$ cat src/pbsw_pkg.sv
// ----------------------------------------------------------------------------
// pbsw_pkg
// Shared constants, codes and types for the pixel blend / stencil writer.
// ----------------------------------------------------------------------------
package pbsw_pkg;

   // Store geometry
   localparam int MAX_WIDTH   = 256;
   localparam int MAX_HEIGHT  = 256;
   localparam int STORE_DEPTH = MAX_WIDTH * MAX_HEIGHT;
   localparam int ADDR_W      = (STORE_DEPTH > 1) ? $clog2(STORE_DEPTH) : 1;
   localparam int COL_W       = (MAX_WIDTH > 1) ? $clog2(MAX_WIDTH) : 1;
   localparam int ROW_W       = (MAX_HEIGHT > 1) ? $clog2(MAX_HEIGHT) : 1;
   localparam int WDIM_W      = $clog2(MAX_WIDTH + 1);
   localparam int HDIM_W      = $clog2(MAX_HEIGHT + 1);
   localparam int CFG_DIM_W   = 9;
   localparam int DIM_CMP_A   = (CFG_DIM_W > WDIM_W) ? CFG_DIM_W : WDIM_W;
   localparam int DIM_CMP_W   = (DIM_CMP_A > HDIM_W) ? DIM_CMP_A : HDIM_W;
   localparam int PROD_W      = ROW_W + WDIM_W;

   // Pixel format
   localparam int PX_W   = 32;
   localparam int CHAN_W = 8;

   // Port widths
   localparam int CSR_IDX_W   = 2;
   localparam int CSR_DATA_W  = CFG_DIM_W;
   localparam int REQ_TDATA_W = 72;
   localparam int RSP_TDATA_W = 32;
   localparam int ACT_W       = 2;
   localparam int STATUS_W    = 2;
   localparam int POS_W       = 16;

   // Register indexes
   localparam logic [CSR_IDX_W-1:0] CSR_DRAW_MODE  = 2'd0;
   localparam logic [CSR_IDX_W-1:0] CSR_BLEND_MODE = 2'd1;
   localparam logic [CSR_IDX_W-1:0] CSR_IMG_WIDTH  = 2'd2;
   localparam logic [CSR_IDX_W-1:0] CSR_IMG_HEIGHT = 2'd3;

   // Actions
   localparam logic [ACT_W-1:0] ACT_WRITE   = 2'd0;
   localparam logic [ACT_W-1:0] ACT_READ    = 2'd1;
   localparam logic [ACT_W-1:0] ACT_CLR_ALL = 2'd2;
   localparam logic [ACT_W-1:0] ACT_CLR_STN = 2'd3;

   // Draw modes
   localparam logic [1:0] DRAW_NORMAL = 2'd0;
   localparam logic [1:0] DRAW_FILL   = 2'd1;
   localparam logic [1:0] DRAW_TEST   = 2'd2;

   // Blend modes
   localparam logic [1:0] BLEND_REPLACE = 2'd0;
   localparam logic [1:0] BLEND_ALPHA   = 2'd1;
   localparam logic [1:0] BLEND_ADD     = 2'd2;

   // Result status codes
   localparam logic [STATUS_W-1:0] STATUS_DONE    = 2'd0;
   localparam logic [STATUS_W-1:0] STATUS_CLIPPED = 2'd1;
   localparam logic [STATUS_W-1:0] STATUS_MASKED  = 2'd2;
   localparam logic [STATUS_W-1:0] STATUS_KEPT    = 2'd3;

   // Divide by 255: (x * RECIP_255) >> RECIP_SHIFT is exact for x < 2**16
   localparam int RECIP_255   = 32'h8081;
   localparam int RECIP_SHIFT = 23;
   localparam int SUM_W       = 16;

   // Blend pipeline control
   typedef struct packed {
      logic ld_sum;    // capture products and destination pixel
      logic ld_out;    // capture scaled and saturated channels
      logic additive;  // additive blend, otherwise source alpha blend
   } blend_ctl_type;

endpackage

$ cat src/pbsw_blend.sv
// ----------------------------------------------------------------------------
// pbsw_blend
// Two-stage color blend: weighted sums, then divide by 255 and, when additive,
// add destination and saturate. Destination alpha passes through.
// ----------------------------------------------------------------------------
module pbsw_blend (
   input  logic                         clock,
   input  pbsw_pkg::blend_ctl_type      ctl,
   input  logic [pbsw_pkg::PX_W-1:0]    src_px,
   input  logic [pbsw_pkg::PX_W-1:0]    dst_px,
   output logic [pbsw_pkg::PX_W-1:0]    blend_px
);

   localparam int CW = pbsw_pkg::CHAN_W;
   localparam int SW = pbsw_pkg::SUM_W;

   logic [SW-1:0] sum_ff [3];
   logic [SW-1:0] sum_in [3];
   logic [CW-1:0] dchan_ff [3];
   logic [CW-1:0] dalpha_ff;
   logic [CW-1:0] dalpha_out_ff;
   logic [CW-1:0] v_ff [3];
   logic [CW-1:0] v_in [3];

   // stage 1: per-lane products
   always_comb begin
      logic [CW-1:0] a;
      logic [CW-1:0] inv_a;
      logic [SW-1:0] ps;
      logic [SW-1:0] pd;
      a     = src_px[4*CW-1 -: CW];
      inv_a = 8'd255 - a;
      for (int k = 0; k < 3; k++) begin
         ps = SW'(src_px[k*CW +: CW]) * SW'(a);
         pd = SW'(dst_px[k*CW +: CW]) * SW'(inv_a);
         sum_in[k] = ps + (ctl.additive ? '0 : pd) + SW'(127);
      end
   end

   // stage 2: reciprocal divide, additive saturation
   always_comb begin
      logic [31:0]   prod;
      logic [CW-1:0] q;
      logic [CW:0]   acc;
      for (int k = 0; k < 3; k++) begin
         prod = 32'(sum_ff[k]) * 32'(pbsw_pkg::RECIP_255);
         q    = prod[pbsw_pkg::RECIP_SHIFT +: CW];
         acc  = {1'b0, dchan_ff[k]} + {1'b0, q};
         if (ctl.additive) begin
            v_in[k] = acc[CW] ? '1 : acc[CW-1:0];
         end else begin
            v_in[k] = q;
         end
      end
   end

   always_ff @(posedge clock) begin
      if (ctl.ld_sum) begin
         for (int k = 0; k < 3; k++) begin
            sum_ff[k]   <= sum_in[k];
            dchan_ff[k] <= dst_px[k*CW +: CW];
         end
         dalpha_ff <= dst_px[4*CW-1 -: CW];
      end
      if (ctl.ld_out) begin
         for (int k = 0; k < 3; k++) begin
            v_ff[k] <= v_in[k];
         end
         dalpha_out_ff <= dalpha_ff;
      end
   end

   assign blend_px = {dalpha_out_ff, v_ff[2], v_ff[1], v_ff[0]};

endmodule

$ cat config.mk
export PLATFORM = sky130hd
export DESIGN_NAME = pbsw_blend
export DESIGN_NICKNAME = d
export VERILOG_FILES = /design/src/pbsw_pkg.sv /design/src/pbsw_blend.sv
export SDC_FILE = /design/constraint.sdc
export NUM_CORES = 1
export LEC_CHECK = 0
export ABC_AREA = 1
export BUFFER_PORTS_ARGS = -buffer_cell sky130_fd_sc_hd__buf_2
export CORE_AREA = 2 2 205 207
export DETAILED_ROUTE_END_ITERATION = 16
export DIE_AREA = 0 0 207 209
export HOLD_SLACK_MARGIN = 0.06
export PLACE_DENSITY = 0.77
export SETUP_SLACK_MARGIN = 0.3
export SLEW_MARGIN = 20
export SYNTH_ARGS = -nofsm -noshare
export SYNTH_HDL_FRONTEND = slang
export SYNTH_SLANG_ARGS = --single-unit
$ cat constraint.sdc
create_clock -name clock -period 15.1 [get_ports clock]
set_input_delay 0 -clock clock [delete_from_list [all_inputs] [get_ports clock]]
set_output_delay 0 -clock clock [all_outputs]
set_load 0.01 [all_outputs]
==> results.ini, run 1 <==
[place]
dp_hpwl_mm = 50.58
gp_congestion = 0.9309
io_buffers = 99
placed_cell_area_sq_um = 25400

[clock_tree]
cts-root-buf = clkbuf_16
cts_buffers = 9
clk_pin_slew_ns = 0.09
cts_buffer_depth = 2
h-tree-depth = 3
cts_sinks = 112
clk_latency_ns = 0.41
post-cts-setup-buffers = 0
cts_tree = done

[cells_and_area]
fill_cells = 3657
area_growth_pct = 6.415
drive_gt1_share_pct = 4.861
fin_area_sq_um = 26050
nets = 4019

[setup_path]
end_kind = flip-flop
timing.rr.start = sum_ff[0][31]$_DFFE_PP_
crit_top_cell = fa_1
arrival_ns = 7.61
max_stage_delay_ns = 0.61
endpoint = sum_ff[0][29]$_DFFE_PP_
worstRegToRegCells = 19
timing.critical_path.from = src_px[30]
worstSetupPathType = in -> reg
r2r_slack_ns = 10.09
crit_fanout = 36
crit_slowest_cell = buf_2
r2r-end = v_ff[0][15]$_DFFE_PP_
cp.depth = 33
crit_family = adder cells
path_buf_inv = 7
worstPathRequired_ns = 15.27
crit_path_start_kind = primary input

[run_status]
outcome = completed

[sta]
relSlewSlack_pct = 43.63
rsz0062_at_grt = no
tightest_slew_ns = 0.8455
finalSetupViolCount = 0
fin_worst_skew_ns = 0.01071
drv_slew = 0
finalHoldViolations = 0
fin_setup_tns_ns = 0
period_needed_ns = 7.435
period_share_pct = 49.24
max_clock_freq_mhz = 134.5

[grt]
gr-total-overflow = 0
grt_util_all_layers_pct = 29.18
grtUsageMet2_pct = 50.95
grt_max_degree = 81
busiest_layer = met2
use_met3_pct = 3.276
use_met1_pct = 37.10
grt_pass1_vias = 21220
grt_antenna_before_repair = 2
grt_pass1_wl_mm = 102.9

[floorplan]
rows = 75
dieArea_sq_um = 43260
die_w_um = 207
io_pins = 100
start_util_pct = 59.29
coreArea_sq_um = 41290
die_h_um = 209

[synth]
synth.avg_cell_area_sq_um = 7.771
synth_top_area_share_pct = 23.15
syn-instance-count = 3150
synth_most_common_cell = nand2_1
yosysWarningCount = 0
yosys.area.top_type = ha_1
synth.area.top_cells = ha_1, fa_1, edfxtp_1
syn_nets = 3944
ys_seq_area_share_pct = 13.74
synth_edf_count = 112
async_flop_share_pct = 0
ys_seq_elements = 112
ys.flop_type = edfxtp_1
synth_area_sq_um = 24480
ys_top_cells_by_count = nand2_1, inv_1, ha_1
yosysUniqueCellTypes = 48

[drt]
ant_nets = 0
first_iter_violations = 1268
wl_mm = 60.76
vias = 20370
dr.pass1.iters = 6
post_drt_wl_per_cell_um = 16.11
drc = 0
vias_per_cell = 5.401

[hold_path]
min_path_type = in -> reg

[flow_run]
maxCapViolCount = 0

layer usage:
| layer | vias up | share of wire [%] |
|---|---|---|
| met3 | 115 | 5.1 |
| met4 | 0 | 3.6 |
| li1 | 9988 | - |
| met2 | 606 | 49 |
| met5 | - | 0 |
| met1 | 9658 | 43 |
cell families after synthesis:
logic type,after synthesis,synth area share [%]
compound gates,265,6.159
xor+xnor,65,2.326
fa+ha+maj,726,45.48
buf+inv,763,11.80
flops,112,13.74
simple gates,1219,20.50
metrics by stage:
stage          setup WS, ns  hold slack, ns  std cells  utilization (%)
5_1_grt               7.171          0.1097       3771            63.09
4_1_cts               7.758         0.06960       3769            63.06
6_report              7.665         0.09675       3771            63.09
3_5_place_dp          7.314          0.1791       3720            61.52
3_3_place_gp          7.403          0.1782       3720            61.52
2_1_floorplan         8.107         0.09887       3150                -
worst min path at each step:
stage	start	to	slack, ns	cells after the start
4_1_cts	src_px[0]	sum_ff[0][0]$_DFFE_PP_	0.07	3
6_report	src_px[0]	sum_ff[0][0]$_DFFE_PP_	0.1	3
5_1_grt	src_px[0]	sum_ff[0][0]$_DFFE_PP_	0.11	3
2_1_floorplan	dst_px[24]	dalpha_ff[0]$_DFFE_PP_	0.1	0
3_5_place_dp	dst_px[26]	dalpha_ff[2]$_DFFE_PP_	0.18	1
3_3_place_gp	dst_px[26]	dalpha_ff[2]$_DFFE_PP_	0.18	1
layout make-up:
| class | instances | area [sq um] | area share [%] |
|---|---|---|---|
| antenna | 2 | 5.005 | 0.01921 |
| clock buffer | 9 | 225.2 | 0.8646 |
| clock inverter | 7 | 83.83 | 0.3218 |
| inverter | 688 | 2582 | 9.914 |
| multi-input combinational | 2275 | 18230 | 69.98 |
| sequential | 112 | 3363 | 12.91 |
| tap | 539 | 674.4 | 2.589 |
| timing repair buffer | 139 | 887.1 | 3.405 |
state kept, by name (all words and copies together), names as in the netlist:
name           cells
dalpha_out_ff      8
sum_ff            48
dalpha_ff          8
v_ff              24
dchan_ff          24
worst min-delay path: stages:
cell and delay, ns:
buf_2 0.16, nand2_1 0.11, ha_1 0.13
what timing repair did:
action / in CTS / in global routing
hold endpoints to repair: 35 / 0
resized for setup: 0 / 0
hold buffers: 33 / 0
placed cells by master (no fill, tap or decap), types with 13 or more instances in the layout:
master         count
a21o_1            17
nand4_1           38
ha_1             453
xor2_1            38
a21oi_1          123
and2_1            18
buf_2             97
inv_1            683
nand3_1          126
nor3_1            17
o21ai_0           67
nor2_1           261
nand2_1          729
dlygate4sd3_1     33
o21bai_1          13
edfxtp_1         112
xnor2_1           27
fa_1             273
Power of run 1 is not shown: default switching activity piles up to over one toggle a cycle in this logic, so the estimate is an artifact.
==> run 2: changes to the inputs <==
- clock period: 15.1 -> 7.3 ns (I/O delays scaled with it)
==> run 2 against run 1 <==
  * Cell count rose by 0.74%
  * Utilization grew 1.3 points
  * Worst setup slack got worse by 7.1 ns
  * Register-to-register slack worse by 7.8 ns
  * Global-route usage rose by 1.4 points
  * Design area rose by 2.0%
  * Via count is 1.6% higher
==> results.ini, run 2 (synthesis gave the netlist of run 1 again) <==
[floorplan]
rows = 75  ; unchanged
start_util_pct = 59.29  ; unchanged
dieArea_sq_um = 43260  ; unchanged
die_w_um = 207  ; unchanged
io_pins = 100  ; unchanged
die_h_um = 209  ; unchanged
coreArea_sq_um = 41290  ; unchanged

[setup_path]
crit_fanout = 7  ; was 36
worstPathRequired_ns = 7.45  ; was 15.27 ns
max_stage_delay_ns = 0.56  ; was 0.61 ns
worstSetupPathType = in -> reg  ; unchanged
crit_path_start_kind = primary input  ; unchanged
timing.critical_path.from = dst_px[6]  ; was src_px[30]
r2r-end = v_ff[0][8]$_DFFE_PP_  ; was v_ff[0][15]$_DFFE_PP_
crit_slowest_cell = dlygate4sd3_1  ; was buf_2
timing.rr.start = sum_ff[0][31]$_DFFE_PP_  ; unchanged
arrival_ns = 6.92  ; was 7.61 ns
end_kind = flip-flop  ; unchanged
endpoint = sum_ff[0][12]$_DFFE_PP_  ; was sum_ff[0][29]$_DFFE_PP_
r2r_slack_ns = 2.27  ; was 10.09 ns
crit_top_cell = fa_1  ; unchanged
worstRegToRegCells = 19  ; unchanged

[grt]
grt_util_all_layers_pct = 30.56  ; was 29.18%
grt_pass1_vias = 21740  ; was 21,220
grt_pass1_wl_mm = 106.7  ; was 102.9 mm
grt_max_degree = 71  ; was 81
grt_antenna_before_repair = 4  ; was 2
gr-total-overflow = 0  ; unchanged

[clock_tree]
cts_buffers = 9  ; unchanged
cts_buffer_depth = 2  ; unchanged
h-tree-depth = 3  ; unchanged
cts_tree = done  ; unchanged
cts-root-buf = clkbuf_16  ; unchanged
cts_sinks = 112  ; unchanged
clk_pin_slew_ns = 0.08  ; was 0.09 ns
clk_latency_ns = 0.41  ; about the same

[cells_and_area]
regMostFlops = sum_ff  ; unchanged
largest_reg_flops = 48  ; unchanged
nets = 4047  ; was 4,019
drive_gt1_share_pct = 7.152  ; was 4.861%
top_regs = sum_ff x48, dchan_ff x24, v_ff x24  ; unchanged
area_growth_pct = 8.592  ; was 6.415%
final_cell_mix = nand2_1, inv_1, ha_1  ; unchanged
fill_cells = 3559  ; was 3,657
final_common_cell = nand2_1  ; unchanged

[drt]
dr.pass1.iters = 5  ; was 6
wl_mm = 64.39  ; was 60.76 mm
first_iter_violations = 1525  ; was 1,268
post_drt_wl_per_cell_um = 16.95  ; was 16.11 um
vias = 20700  ; was 20,370
ant_nets = 0  ; unchanged
drc = 0  ; unchanged
vias_per_cell = 5.449  ; was 5.401

[flow_run]
maxCapViolCount = 0  ; unchanged

[sta]
relSlewSlack_pct = 31.16  ; was 43.63%
period_share_pct = 92.80
fin_setup_tns_ns = 0  ; unchanged
rsz0062_at_grt = yes  ; was no
tightest_slew_ns = 1.033  ; was 0.8455 ns
period_needed_ns = 6.775
finalSetupViolCount = 0  ; unchanged
finalHoldViolations = 0  ; unchanged
max_clock_freq_mhz = 147.6
drv_slew = 0  ; unchanged
fin_worst_skew_ns = 0.006721  ; was 0.01071 ns

[run_status]
outcome = completed  ; unchanged

[place]
dp_hpwl_mm = 53.93  ; was 50.58 mm
gp_congestion = 0.9280  ; was 0.9309
io_buffers = 99  ; unchanged

[hold_path]
min_path_type = in -> reg  ; unchanged

## run 2: layout make-up
class | instances | area (sq um) | area share [%]
diodes | 2 | 5.005 | 0.01883
flip-flops and latches | 112 | 3363 | 12.65
repair buffers | 167 | 1181 | 4.443
multi-input cells | 2275 | 18460 | 69.44
well taps | 539 | 674.4 | 2.537
clock buffers | 9 | 225.2 | 0.8472
inverters | 688 | 2587 | 9.734
clock inverters | 7 | 86.33 | 0.3248
## run 2: worst max-delay path, delay by kind of cell
family	cells	cell delay, ns
buffers and inverters	7	1.09
AO/OA/AOI/OAI	2	0.56
AND/OR/NAND/NOR	4	0.60
XOR/XNOR	2	0.19
adder cells (fa/ha/maj)	10	4.47
## run 2: timing repair
action	in CTS	in global routing
endpoints found under the hold margin	42	0
buffers inserted	0	5
hold buffers	33	0
setup endpoints to repair	0	19
gates resized for setup	0	59
## run 2: how the worst min path moves through the flow
stage / start / to / slack [ns] / cells past startpoint
floorplan: dst_px[24] / dalpha_ff[0]$_DFFE_PP_ / 0.1 / 0
global placement: dst_px[26] / dalpha_ff[2]$_DFFE_PP_ / 0.18 / 1
detailed placement: dst_px[30] / dalpha_ff[6]$_DFFE_PP_ / 0.18 / 1
CTS: src_px[8] / sum_ff[0][16]$_DFFE_PP_ / 0.07 / 3
global route: src_px[8] / sum_ff[0][16]$_DFFE_PP_ / 0.09 / 3
finish: src_px[16] / sum_ff[0][32]$_DFFE_PP_ / 0.09 / 3
## run 2: layer usage
layer  track usage [%]  wire length (um)  up-vias  part of all wire, %
li1                  -                 -    10040                    -
met1             39.75             27650     9908                   43
met2             52.78             31340      628                   49
met3             4.073              3554      119                  5.5
met4             10.05              1827        4                  2.8
met5                 0                16        -                0.025
## run 2: stage by stage
stage | setup WS (ns) | hold slack, ns | util (%) | std cells | instance area (sq um)
finish | 0.5255 | 0.09323 | 64.38 | 3799 | 26580
global route | 0.2410 | 0.09146 | 64.38 | 3799 | 26580
global placement | 0.1595 | 0.1777 | 62.02 | 3741 | 25610
detailed placement | 0.02893 | 0.1781 | 62.02 | 3741 | 25610
floorplan | 0.3069 | 0.09887 | - | 3150 | 24480
CTS | 0.3227 | 0.06635 | 63.57 | 3790 | 26250
Power of run 2 is left out for the same reason.
